File: src/rsts_pkg.sv
// Package for the receiver scan target sequencer: widths, constants, codes and
// the structs that pass between the top level and the list scan engine.
// No dependencies.
package rsts_pkg;

    // Channel table depth and the widths that follow from it.
    localparam int LIST_DEPTH = 64;
    localparam int ADDR_W     = (LIST_DEPTH > 1) ? $clog2(LIST_DEPTH) : 1;
    localparam int LEN_W      = $clog2(LIST_DEPTH + 1);

    // Field widths.
    localparam int FREQ_W   = 33;
    localparam int DWELL_W  = 32;
    localparam int CHAN_W   = 7;
    localparam int INDEX_W  = 6;
    localparam int LLEN_W   = 7;
    localparam int CFG_IX_W = 3;
    localparam int CFG_D_W  = 33;
    localparam int S_DATA_W = 72;
    localparam int M_DATA_W = 72;

    // Marine pair and dwell constants.
    localparam logic [FREQ_W-1:0]  MARINE_FREQ_A  = 33'd162000000;
    localparam logic [FREQ_W-1:0]  MARINE_FREQ_B  = 33'd156525000;
    localparam logic [DWELL_W-1:0] MARINE_DWELL   = 32'd5000;
    localparam logic [DWELL_W-1:0] FALLBACK_DWELL = 32'd500;
    localparam logic [CHAN_W-1:0]  NO_CHANNEL     = 7'h7F;

    typedef enum logic [1:0] {
        MODE_FIXED  = 2'd0,
        MODE_RANGE  = 2'd1,
        MODE_LIST   = 2'd2,
        MODE_MARINE = 2'd3
    } scan_mode_t;

    typedef enum logic [CFG_IX_W-1:0] {
        REG_SCAN_MODE    = 3'd0,
        REG_FIXED_FREQ   = 3'd1,
        REG_RANGE_START  = 3'd2,
        REG_RANGE_END    = 3'd3,
        REG_RANGE_STEP   = 3'd4,
        REG_DEFAULT_DWELL = 3'd5,
        REG_LIST_LENGTH  = 3'd6,
        REG_LIST_REPORTS = 3'd7
    } cfg_reg_t;

    typedef enum logic {
        ACT_REQUEST = 1'b0,
        ACT_WRITE   = 1'b1
    } action_t;

    typedef enum logic [1:0] {
        ST_IDLE,
        ST_LIST,
        ST_PUSH
    } top_state_t;

    typedef enum logic {
        SC_IDLE,
        SC_RUN
    } scan_state_t;

    // Table write port.
    typedef struct packed {
        logic                  en;
        logic [ADDR_W-1:0]     addr;
        logic [FREQ_W-1:0]     freq;
        logic [DWELL_W-1:0]    dwell;
    } tbl_wr_t;

    // Scan start request.
    typedef struct packed {
        logic                  start;
        logic [ADDR_W-1:0]     pos;
        logic [LEN_W-1:0]      len;
    } scan_req_t;

    // Scan completion report.
    typedef struct packed {
        logic                  done;
        logic                  found;
        logic [ADDR_W-1:0]     pos;
        logic [ADDR_W-1:0]     next_pos;
        logic [FREQ_W-1:0]     freq;
        logic [DWELL_W-1:0]    dwell;
    } scan_rsp_t;

    // Round-robin successor of a table position within the active length.
    function automatic logic [ADDR_W-1:0] wrap_pos(input logic [ADDR_W-1:0] pos,
                                                   input logic [LEN_W-1:0]  len);
        logic [LEN_W:0] p1;
        p1 = (LEN_W + 1)'(pos) + (LEN_W + 1)'(1);
        if (p1 >= {1'b0, len}) begin
            return '0;
        end
        return ADDR_W'(p1);
    endfunction

endpackage

File: src/radio_scan_target_sequencer.sv
// Top level of the receiver scan target sequencer: configuration registers,
// fixed, range and marine target logic, and the output register.
// Depends on rsts_pkg and rsts_list_scan.
//
// Channel  Direction  Handshake                Payload
// s_       in         s_tvalid / s_tready      s_tdata table entry, s_tuser action
// m_       out        m_tvalid / m_tready      m_tdata next target
// cfg_     in         cfg_valid / cfg_ready    cfg_index, cfg_data
//
// Fixed, range and marine targets are computed on acceptance into the pending
// result stage and moved to the output register; table writes and empty requests
// leave the sequencer idle. List requests are served by the scan engine, which
// reads one table entry a cycle from the table memory.
// Reset is synchronous and active low and leaves the table as it is. A beat is
// accepted while a result waits in the output register; the next result waits.
module radio_scan_target_sequencer (
    input  logic                           aclk,
    input  logic                           aresetn,
    input  logic                           s_tvalid,
    output logic                           s_tready,
    // entry_index[5:0], entry_freq_hz[38:6], entry_dwell_ms[70:39], zero pad[71]
    input  logic [rsts_pkg::S_DATA_W-1:0]  s_tdata,
    // action[0]
    input  logic                           s_tuser,
    output logic                           m_tvalid,
    input  logic                           m_tready,
    // target_freq_hz[32:0], target_dwell_ms[64:33], channel_number[71:65]
    output logic [rsts_pkg::M_DATA_W-1:0]  m_tdata,
    input  logic                           cfg_valid,
    output logic                           cfg_ready,
    input  logic [rsts_pkg::CFG_IX_W-1:0]  cfg_index,
    input  logic [rsts_pkg::CFG_D_W-1:0]   cfg_data
);

    localparam int FW = rsts_pkg::FREQ_W;
    localparam int DW = rsts_pkg::DWELL_W;
    localparam int CW = rsts_pkg::CHAN_W;
    localparam int AW = rsts_pkg::ADDR_W;
    localparam int LW = rsts_pkg::LEN_W;

    // Input beat fields.
    logic [rsts_pkg::INDEX_W-1:0] in_index;
    logic [FW-1:0]                in_freq;
    logic [DW-1:0]                in_dwell;
    logic                         in_accept;
    logic                         cfg_accept;

    assign in_index   = s_tdata[5:0];
    assign in_freq    = s_tdata[38:6];
    assign in_dwell   = s_tdata[70:39];
    assign in_accept  = s_tvalid && s_tready;
    assign cfg_accept = cfg_valid && cfg_ready;
    assign cfg_ready  = 1'b1;

    // Configuration registers.
    rsts_pkg::scan_mode_t            mode_reg;
    logic [FW-1:0]                   fixed_freq_reg;
    logic [FW-1:0]                   range_start_reg;
    logic [FW-1:0]                   range_end_reg;
    logic [FW-1:0]                   range_step_reg;
    logic [DW-1:0]                   def_dwell_reg;
    logic [rsts_pkg::LLEN_W-1:0]     list_length_reg;
    logic                            list_reports_reg;

    // Cursors.
    logic [FW-1:0] range_next_reg, range_next_next;
    logic [AW-1:0] list_cursor_reg, list_cursor_next;
    logic          pair_cursor_reg, pair_cursor_next;

    rsts_pkg::top_state_t state_reg, state_next;

    // Pending result stage and output register.
    logic [FW-1:0] res_freq_reg, res_freq_next;
    logic [DW-1:0] res_dwell_reg, res_dwell_next;
    logic [CW-1:0] res_chan_reg, res_chan_next;
    logic                          m_tvalid_reg, m_tvalid_next;
    logic [rsts_pkg::M_DATA_W-1:0] m_tdata_reg, m_tdata_next;

    rsts_pkg::tbl_wr_t   tbl_wr;
    rsts_pkg::scan_req_t scan_req;
    rsts_pkg::scan_rsp_t scan_rsp;

    // Derived values.
    logic [DW-1:0] eff_dwell;
    logic [LW-1:0] len_eff;
    logic          entry_ok;
    logic          range_bad;
    logic [FW-1:0] range_cur;
    logic [FW:0]   range_sum;
    logic [FW-1:0] range_nxt;

    assign eff_dwell = (def_dwell_reg == '0) ? rsts_pkg::FALLBACK_DWELL : def_dwell_reg;
    assign len_eff   = (32'(list_length_reg) > rsts_pkg::LIST_DEPTH)
                     ? LW'(rsts_pkg::LIST_DEPTH) : LW'(list_length_reg);
    assign entry_ok  = (32'(in_index) < rsts_pkg::LIST_DEPTH);

    // Range step: one compare set and one add.
    assign range_bad = (range_start_reg == '0) || (range_end_reg == '0) ||
                       (range_step_reg == '0) || (range_end_reg < range_start_reg);
    assign range_cur = ((range_next_reg < range_start_reg) ||
                        (range_next_reg > range_end_reg)) ? range_start_reg : range_next_reg;
    assign range_sum = {1'b0, range_cur} + {1'b0, range_step_reg};
    assign range_nxt = (range_cur >= range_end_reg) ? range_start_reg :
                       (range_sum > {1'b0, range_end_reg}) ? range_end_reg :
                       range_sum[FW-1:0];

    assign s_tready = (state_reg == rsts_pkg::ST_IDLE);

    // Table writes go straight to the scan engine's memory.
    always_comb begin
        tbl_wr.en    = in_accept && (s_tuser == rsts_pkg::ACT_WRITE) && entry_ok;
        tbl_wr.addr  = AW'(in_index);
        tbl_wr.freq  = in_freq;
        tbl_wr.dwell = in_dwell;
    end

    rsts_list_scan u_scan (
        .aclk    (aclk),
        .aresetn (aresetn),
        .wr      (tbl_wr),
        .req     (scan_req),
        .rsp     (scan_rsp)
    );

    // Request handling, cursor updates and result staging.
    always_comb begin
        state_next       = state_reg;
        range_next_next  = range_next_reg;
        list_cursor_next = list_cursor_reg;
        pair_cursor_next = pair_cursor_reg;
        res_freq_next    = res_freq_reg;
        res_dwell_next   = res_dwell_reg;
        res_chan_next    = res_chan_reg;
        m_tvalid_next    = m_tvalid_reg && !m_tready;
        m_tdata_next     = m_tdata_reg;
        scan_req.start   = 1'b0;
        scan_req.pos     = (LW'(list_cursor_reg) >= len_eff) ? '0 : list_cursor_reg;
        scan_req.len     = len_eff;

        unique case (state_reg)
            rsts_pkg::ST_IDLE: begin
                if (in_accept) begin
                    if (s_tuser == rsts_pkg::ACT_WRITE) begin
                        if (entry_ok) begin
                            range_next_next  = range_start_reg;
                            list_cursor_next = '0;
                            pair_cursor_next = 1'b0;
                        end
                    end else begin
                        unique case (mode_reg)
                            rsts_pkg::MODE_FIXED: begin
                                if (fixed_freq_reg != '0) begin
                                    res_freq_next  = fixed_freq_reg;
                                    res_dwell_next = eff_dwell;
                                    res_chan_next  = rsts_pkg::NO_CHANNEL;
                                    state_next     = rsts_pkg::ST_PUSH;
                                end
                            end
                            rsts_pkg::MODE_RANGE: begin
                                if (!range_bad) begin
                                    res_freq_next   = range_cur;
                                    res_dwell_next  = eff_dwell;
                                    res_chan_next   = rsts_pkg::NO_CHANNEL;
                                    range_next_next = range_nxt;
                                    state_next      = rsts_pkg::ST_PUSH;
                                end
                            end
                            rsts_pkg::MODE_LIST: begin
                                if (len_eff != '0) begin
                                    scan_req.start = 1'b1;
                                    state_next     = rsts_pkg::ST_LIST;
                                end
                            end
                            rsts_pkg::MODE_MARINE: begin
                                res_freq_next    = pair_cursor_reg ? rsts_pkg::MARINE_FREQ_B
                                                                   : rsts_pkg::MARINE_FREQ_A;
                                res_dwell_next   = rsts_pkg::MARINE_DWELL;
                                res_chan_next    = rsts_pkg::NO_CHANNEL;
                                pair_cursor_next = !pair_cursor_reg;
                                state_next       = rsts_pkg::ST_PUSH;
                            end
                            default: begin
                                state_next = rsts_pkg::ST_IDLE;
                            end
                        endcase
                    end
                end
            end
            rsts_pkg::ST_LIST: begin
                if (scan_rsp.done) begin
                    if (scan_rsp.found) begin
                        list_cursor_next = scan_rsp.next_pos;
                        res_freq_next    = scan_rsp.freq;
                        if (list_reports_reg) begin
                            res_dwell_next = (scan_rsp.dwell != '0) ? scan_rsp.dwell
                                                                    : eff_dwell;
                            res_chan_next  = CW'(scan_rsp.pos);
                        end else begin
                            res_dwell_next = eff_dwell;
                            res_chan_next  = rsts_pkg::NO_CHANNEL;
                        end
                        state_next = rsts_pkg::ST_PUSH;
                    end else begin
                        state_next = rsts_pkg::ST_IDLE;
                    end
                end
            end
            rsts_pkg::ST_PUSH: begin
                if (!m_tvalid_reg || m_tready) begin
                    m_tvalid_next = 1'b1;
                    m_tdata_next  = {res_chan_reg, res_dwell_reg, res_freq_reg};
                    state_next    = rsts_pkg::ST_IDLE;
                end
            end
            default: begin
                state_next = rsts_pkg::ST_IDLE;
            end
        endcase

        // A register write restarts every cursor from the new settings.
        if (cfg_accept) begin
            range_next_next  = (cfg_index == rsts_pkg::REG_RANGE_START)
                             ? cfg_data[FW-1:0] : range_start_reg;
            list_cursor_next = '0;
            pair_cursor_next = 1'b0;
        end
    end

    // Configuration register file.
    always_ff @(posedge aclk) begin
        if (!aresetn) begin
            mode_reg         <= rsts_pkg::MODE_FIXED;
            fixed_freq_reg   <= '0;
            range_start_reg  <= '0;
            range_end_reg    <= '0;
            range_step_reg   <= '0;
            def_dwell_reg    <= '0;
            list_length_reg  <= '0;
            list_reports_reg <= 1'b1;
        end else if (cfg_accept) begin
            unique case (cfg_index)
                rsts_pkg::REG_SCAN_MODE:     mode_reg <= rsts_pkg::scan_mode_t'(cfg_data[1:0]);
                rsts_pkg::REG_FIXED_FREQ:    fixed_freq_reg   <= cfg_data[FW-1:0];
                rsts_pkg::REG_RANGE_START:   range_start_reg  <= cfg_data[FW-1:0];
                rsts_pkg::REG_RANGE_END:     range_end_reg    <= cfg_data[FW-1:0];
                rsts_pkg::REG_RANGE_STEP:    range_step_reg   <= cfg_data[FW-1:0];
                rsts_pkg::REG_DEFAULT_DWELL: def_dwell_reg    <= cfg_data[DW-1:0];
                rsts_pkg::REG_LIST_LENGTH:   list_length_reg  <= cfg_data[rsts_pkg::LLEN_W-1:0];
                rsts_pkg::REG_LIST_REPORTS:  list_reports_reg <= cfg_data[0];
                default: begin
                end
            endcase
        end
    end

    // Control state and cursors.
    always_ff @(posedge aclk) begin
        if (!aresetn) begin
            state_reg       <= rsts_pkg::ST_IDLE;
            range_next_reg  <= '0;
            list_cursor_reg <= '0;
            pair_cursor_reg <= 1'b0;
            m_tvalid_reg    <= 1'b0;
        end else begin
            state_reg       <= state_next;
            range_next_reg  <= range_next_next;
            list_cursor_reg <= list_cursor_next;
            pair_cursor_reg <= pair_cursor_next;
            m_tvalid_reg    <= m_tvalid_next;
        end
    end

    // Payload registers.
    always_ff @(posedge aclk) begin
        res_freq_reg  <= res_freq_next;
        res_dwell_reg <= res_dwell_next;
        res_chan_reg  <= res_chan_next;
        m_tdata_reg   <= m_tdata_next;
    end

    assign m_tvalid = m_tvalid_reg;
    assign m_tdata  = m_tdata_reg;

    // A staged result reaches the output register once it is free.
    a_push_lands: assert property (@(posedge aclk) disable iff (!aresetn)
        (state_reg == rsts_pkg::ST_PUSH && (!m_tvalid_reg || m_tready)) |=> m_tvalid_reg)
        else $error("staged result did not reach the output register");

    // The scan engine reports only while a list request is open.
    a_rsp_in_list: assert property (@(posedge aclk) disable iff (!aresetn)
        scan_rsp.done |-> (state_reg == rsts_pkg::ST_LIST))
        else $error("scan report outside a list request");

    // Every target handed out has a nonzero frequency.
    a_out_nonzero: assert property (@(posedge aclk) disable iff (!aresetn)
        m_tvalid_reg |-> (m_tdata_reg[FW-1:0] != '0))
        else $error("target beat with zero frequency");

endmodule

File: src/rsts_list_scan.sv
// Channel table memory and the round-robin scan engine that searches it for
// the next entry with a nonzero frequency. Depends on rsts_pkg.
module rsts_list_scan (
    input  logic                aclk,
    input  logic                aresetn,
    input  rsts_pkg::tbl_wr_t   wr,
    input  rsts_pkg::scan_req_t req,
    output rsts_pkg::scan_rsp_t rsp
);

    localparam int WORD_W = rsts_pkg::FREQ_W + rsts_pkg::DWELL_W;

    // Table memory: frequency in the upper bits, dwell in the lower bits.
    logic [WORD_W-1:0] table_mem [rsts_pkg::LIST_DEPTH];
    logic [WORD_W-1:0] rd_word_reg;

    rsts_pkg::scan_state_t          state_reg, state_next;
    logic [rsts_pkg::ADDR_W-1:0]    iss_pos_reg, iss_pos_next;
    logic [rsts_pkg::ADDR_W-1:0]    chk_pos_reg, chk_pos_next;
    logic                           chk_vld_reg, chk_vld_next;
    logic [rsts_pkg::LEN_W-1:0]     chk_cnt_reg, chk_cnt_next;
    logic [rsts_pkg::LEN_W-1:0]     len_reg, len_next;
    logic                           hit;

    // One write and one registered read a cycle. Writes only come while the
    // engine is idle, so a read used by a scan never meets a write to the same entry.
    always_ff @(posedge aclk) begin
        if (wr.en) begin
            table_mem[wr.addr] <= {wr.freq, wr.dwell};
        end
        rd_word_reg <= table_mem[iss_pos_reg];
    end

    assign hit = (rd_word_reg[WORD_W-1:rsts_pkg::DWELL_W] != '0);

    // Reads are issued one entry a cycle; each is checked in the cycle after its issue.
    always_comb begin
        state_next   = state_reg;
        iss_pos_next = iss_pos_reg;
        chk_pos_next = chk_pos_reg;
        chk_vld_next = chk_vld_reg;
        chk_cnt_next = chk_cnt_reg;
        len_next     = len_reg;

        rsp.done     = 1'b0;
        rsp.found    = hit;
        rsp.pos      = chk_pos_reg;
        rsp.next_pos = rsts_pkg::wrap_pos(chk_pos_reg, len_reg);
        rsp.freq     = rd_word_reg[WORD_W-1:rsts_pkg::DWELL_W];
        rsp.dwell    = rd_word_reg[rsts_pkg::DWELL_W-1:0];

        unique case (state_reg)
            rsts_pkg::SC_IDLE: begin
                if (req.start) begin
                    state_next   = rsts_pkg::SC_RUN;
                    iss_pos_next = req.pos;
                    chk_vld_next = 1'b0;
                    chk_cnt_next = '0;
                    len_next     = req.len;
                end
            end
            rsts_pkg::SC_RUN: begin
                iss_pos_next = rsts_pkg::wrap_pos(iss_pos_reg, len_reg);
                chk_pos_next = iss_pos_reg;
                chk_vld_next = 1'b1;
                if (chk_vld_reg) begin
                    if (hit) begin
                        rsp.done   = 1'b1;
                        state_next = rsts_pkg::SC_IDLE;
                    end else if (chk_cnt_reg == len_reg - rsts_pkg::LEN_W'(1)) begin
                        // Every active entry was checked and none was live.
                        rsp.done   = 1'b1;
                        state_next = rsts_pkg::SC_IDLE;
                    end else begin
                        chk_cnt_next = chk_cnt_reg + rsts_pkg::LEN_W'(1);
                    end
                end
            end
            default: begin
                state_next = rsts_pkg::SC_IDLE;
            end
        endcase
    end

    always_ff @(posedge aclk) begin
        if (!aresetn) begin
            state_reg   <= rsts_pkg::SC_IDLE;
            chk_vld_reg <= 1'b0;
            chk_cnt_reg <= '0;
            len_reg     <= '0;
            iss_pos_reg <= '0;
        end else begin
            state_reg   <= state_next;
            chk_vld_reg <= chk_vld_next;
            chk_cnt_reg <= chk_cnt_next;
            len_reg     <= len_next;
            iss_pos_reg <= iss_pos_next;
        end
    end

    always_ff @(posedge aclk) begin
        chk_pos_reg <= chk_pos_next;
    end

    // A reported hit always carries a live frequency.
    a_hit_nonzero: assert property (@(posedge aclk) disable iff (!aresetn)
        (rsp.done && rsp.found) |-> (rsp.freq != '0))
        else $error("scan reported a hit on a zero frequency entry");

    // The check count never reaches the active length while running.
    a_cnt_bound: assert property (@(posedge aclk) disable iff (!aresetn)
        (state_reg == rsts_pkg::SC_RUN) |-> (chk_cnt_reg < len_reg))
        else $error("scan check count ran past the active length");

endmodule
File: config.mk
export PLATFORM = sky130hd
export DESIGN_NAME = radio_scan_target_sequencer
export DESIGN_NICKNAME = d
export VERILOG_FILES = /design/src/rsts_pkg.sv /design/src/radio_scan_target_sequencer.sv /design/src/rsts_list_scan.sv
export SDC_FILE = /design/constraint.sdc
export NUM_CORES = 2
export LEC_CHECK = 0
export BUFFER_PORTS_ARGS = -buffer_cell sky130_fd_sc_hd__buf_2
export CAP_MARGIN = 40
export CORE_AREA = 2 2 553 555
export CTS_BUF_LIST = sky130_fd_sc_hd__clkbuf_4
export CTS_CLUSTER_SIZE = 24
export DETAILED_ROUTE_END_ITERATION = 7
export DIE_AREA = 0 0 555 557
export PLACE_DENSITY_LB_ADDON = 0.12
export SLEW_MARGIN = 15
export SYNTH_ARGS = -nofsm -noshare
export SYNTH_HDL_FRONTEND = slang
export SYNTH_MEMORY_MAX_BITS = 65536
export SYNTH_SLANG_ARGS = --single-unit
File: constraint.sdc
create_clock -name aclk -period 18 [get_ports aclk]
set_input_delay 2.7 -clock aclk [delete_from_list [all_inputs] [get_ports aclk]]
set_output_delay 2.7 -clock aclk [all_outputs]
set_load 0.02 [all_outputs]
==> impl_results.md <==
- Core area: 0.304 mm²
- Slew HR: 0.305
- Die Ht: 557 µm
- Max reg flops: 4,160
- Cells after Synth: 8,473
- CP Launch Type: flip-flop
- WL/cell: 34.7 µm
- Max_cap viols: 0
- Fmax: 99.4 MHz
- Max stage delay on crit path: 610 ps
- Final worst slack: 7940 ps
- Critical Path RT: 19,450 ps
- Post-route DRC: 0
- Hold-fix buffers, CTS: 0
- CTS tree: yes
- PwrDens: 104 mW/mm²
- Status: complete, no violations
- Num CTS Buffers: 1,224
- Area occupied by multi-input gates: 0.0439 mm²
- Post-detail-place hpwl: 297 mm
- Fillers: 19.6k
- Max Clock Skew: 174 ps
- Slew Limit Fails: 0
- Slowest cell on the critical path: buf_4
- Post-CTS Resized: 0
- Main flop type after synthesis: edfxtp_1
- Worst min path class: reg -> reg
- Post-Synthesis Cell Area: 0.181 mm²
- CP arrival: 11,510 ps
- Peak VDD IR: 0.0832 mV
- Vias in the first global route: 97.4k
- Overflow after GRT: 0
- Clk pin slew, worst setup/hold paths: 70 ps
- Post-CTS Repair Setup Buffers: 0
- H-tree levels: 7
- Seq/Total Area, Yosys: 0.749
- DRT antenna net count: 0
- Largest area contributor in the netlist: edfxtp_1
- Clk sinks: 4,614
- Finished Core Util: 0.678
- Fin. Hold Viols: 0
- Synth Warn #: 0
- RSZ-0062 raised after global routing: no
- Die X: 555 µm
- CTS Root Cell: clkbuf_4
- Total GRT Usage: 0.335
- Post-layout minimum cycle time: 10,060 ps
- Initial core utilization: 0.595
- Worst-Margin Slew: 1040 ps
- Area grow syn2layout: 14.0%
- Final period utilization: 0.559
- Synth top area share: 0.716
- Synth cell types: 75
- Static leakage: 66.0 nW
- Routed WL: 510 mm
- Nets: 10.2k
- I/O pin total: 189
- Reg area: 0.136 mm²
- Post-Syn Nets: 8,808
- Initial antenna violation count: 39
- DRT Pass-1 Iters: 6
- Ratio of cells with drive above 1 in the final layout: 0.372
- Rows: 203
- Crit Path Class: reg -> reg
- Maximum clock path buffer count: 5
- Share of flip-flops with an asynchronous set or reset: 0
- Routability cong.: 0.936
- Avg Cell Area, Syn: 21.3 µm²
- #FFs+latches synth: 4,614
- I/O Buffers: 186
- Largest net degree at the start of global routing: 133
- Skew-Pair Late Insertion Delay: 1680 ps
- Setup WS pre-CTS: 8030 ps
- Synth area leaders: edfxtp_1 72%, mux4_2 17%, dfxtp_1 3.4%
- Setup TNS: 0 ps
- Vias: 97.8k
- Crit path max fanout: 56
- Worst setup EP type: flip-flop
- EDFF count, synth: 4,310
- Final setup viols: 0
- DR iter-0 viols: 13.5k
- Vias per cell: 6.66
- DIE AREA: 0.309 mm²
- First-pass GRT wire length: 712 mm
## cell usage after synthesis (all sizes together), types with 6 or more instances
library cell  instances
nand4                50
clkbuf              331
and3                 26
a22o                 23
nand2b               40
o311a                 6
a21oi               301
o21ai                84
mux2i                18
o21a                 10
o211ai               35
nor4                 56
or2                   8
a2111oi               6
a211oi               14
nor3                 49
mux2                 44
o311ai                6
xnor2                30
mux4               1365
ha                  220
buf                 105
or3                  11
nand3                35
nand2               442
edfxtp             4310
a31oi                 6
o221a                13
nor2b                26
xor2                 16
dfxtp               304
nor2                187
a211o                 9
and2                  9
a21bo                13
a32o                 18
a21o                 72
a22oi                 6
inv                  95
a221o                10
## metrics by stage
step | hold slack, ps | total power, W | std cells | area [µm²]
after global placement | 404 | 0.0128 | 12400 | 187000
after floorplan | 400 | 0.0125 | 8473 | 181000
final | 365 | 0.0215 | 14700 | 206000
after CTS | 360 | 0.0217 | 14600 | 205000
after detailed placement | 405 | 0.0129 | 12600 | 190000
after global routing | 377 | 0.0223 | 14700 | 206000
## worst max-delay path: cells and delay by family (launching register included)
kind | cells | cell delay, ps
AOI/OAI and AO/OA | 21 | 5720
adders and majority gates | 3 | 950
buffers and inverters | 4 | 1470
DFF | 1 | 400
muxes | 2 | 850
and+or+nand+nor | 2 | 490
## routing by layer
metal / track usage / wire [µm] / vias up
li1: - / - / 39100
met1: 0.464 / 191000 / 51400
met2: 0.514 / 244000 / 6297
met3: 0.0853 / 56100 / 957
met4: 0.140 / 18300 / 10
met5: 0 / 70 / -
## power by group
group	leakage [nW]	total, W	switching, W	internal [W]
clock	8.85	0.00884	0.00409	0.00475
combinational	15.9	0.000883	0.000611	0.000272
sequential	41.2	0.0118	0.0000344	0.0118
## cells in the final DEF (no fill, tap or decap), types with 12 or more instances in the layout
master and count:
dfxtp_1 298, a32o_1 18, buf_16 55, mux2_2 44
xnor2_1 30, ha_1 220, bufinv_16 21, and3_1 25
nor2_4 65, a21o_1 72, clkinv_1 186, buf_4 217
nor4_1 55, clkinv_2 22, xor2_1 16, nand3_1 34
o21ai_0 81, buf_12 116, o221a_2 13, buf_8 12
clkbuf_4 1758, diode_2 36, a211oi_1 14, nor2_1 119
inv_1 94, mux4_2 1365, a22o_1 23, inv_2 17
nor3_1 47, o211ai_1 35, edfxtp_1 4310, mux2i_1 18
nand2_1 441, nand4_1 50, a21oi_1 299, buf_2 187
nor2b_1 23, a21bo_2 13, nand2b_1 40
## layout make-up
cell class,count,area share
diodes,36,0.000437
clock buffers,1758,0.0640
clock inverters,253,0.00756
inverters,95,0.00175
multi-input cells,3328,0.213
flip-flops and latches,4614,0.657
well taps,3997,0.0242
repair buffers,591,0.0321
## final timing paths
kind | start | end | slack (ps) | depth (start not counted)
worst min-delay path | res_freq_reg[15] | m_tdata[15] | 370 | 0
worst min register to register | res_freq_reg[15] | m_tdata[15] | 370 | 0
worst max-delay path | range_start_reg[1] | range_next_reg[26] | 7940 | 32
worst max register to register | range_start_reg[1] | range_next_reg[26] | 7940 | 32
## cell families after synthesis
family	after synthesis	synth area share
flip-flops	4614	0.749
multiplexers	1427	0.174
AND/OR/NAND/NOR	960	0.0242
AO/OA/AOI/OAI	673	0.0241
buffers and inverters	531	0.0112
adder cells (fa/ha/maj)	221	0.0153
XOR/XNOR	46	0.00223
other	1	0.0000207
Power figures use the tool's default switching activity.
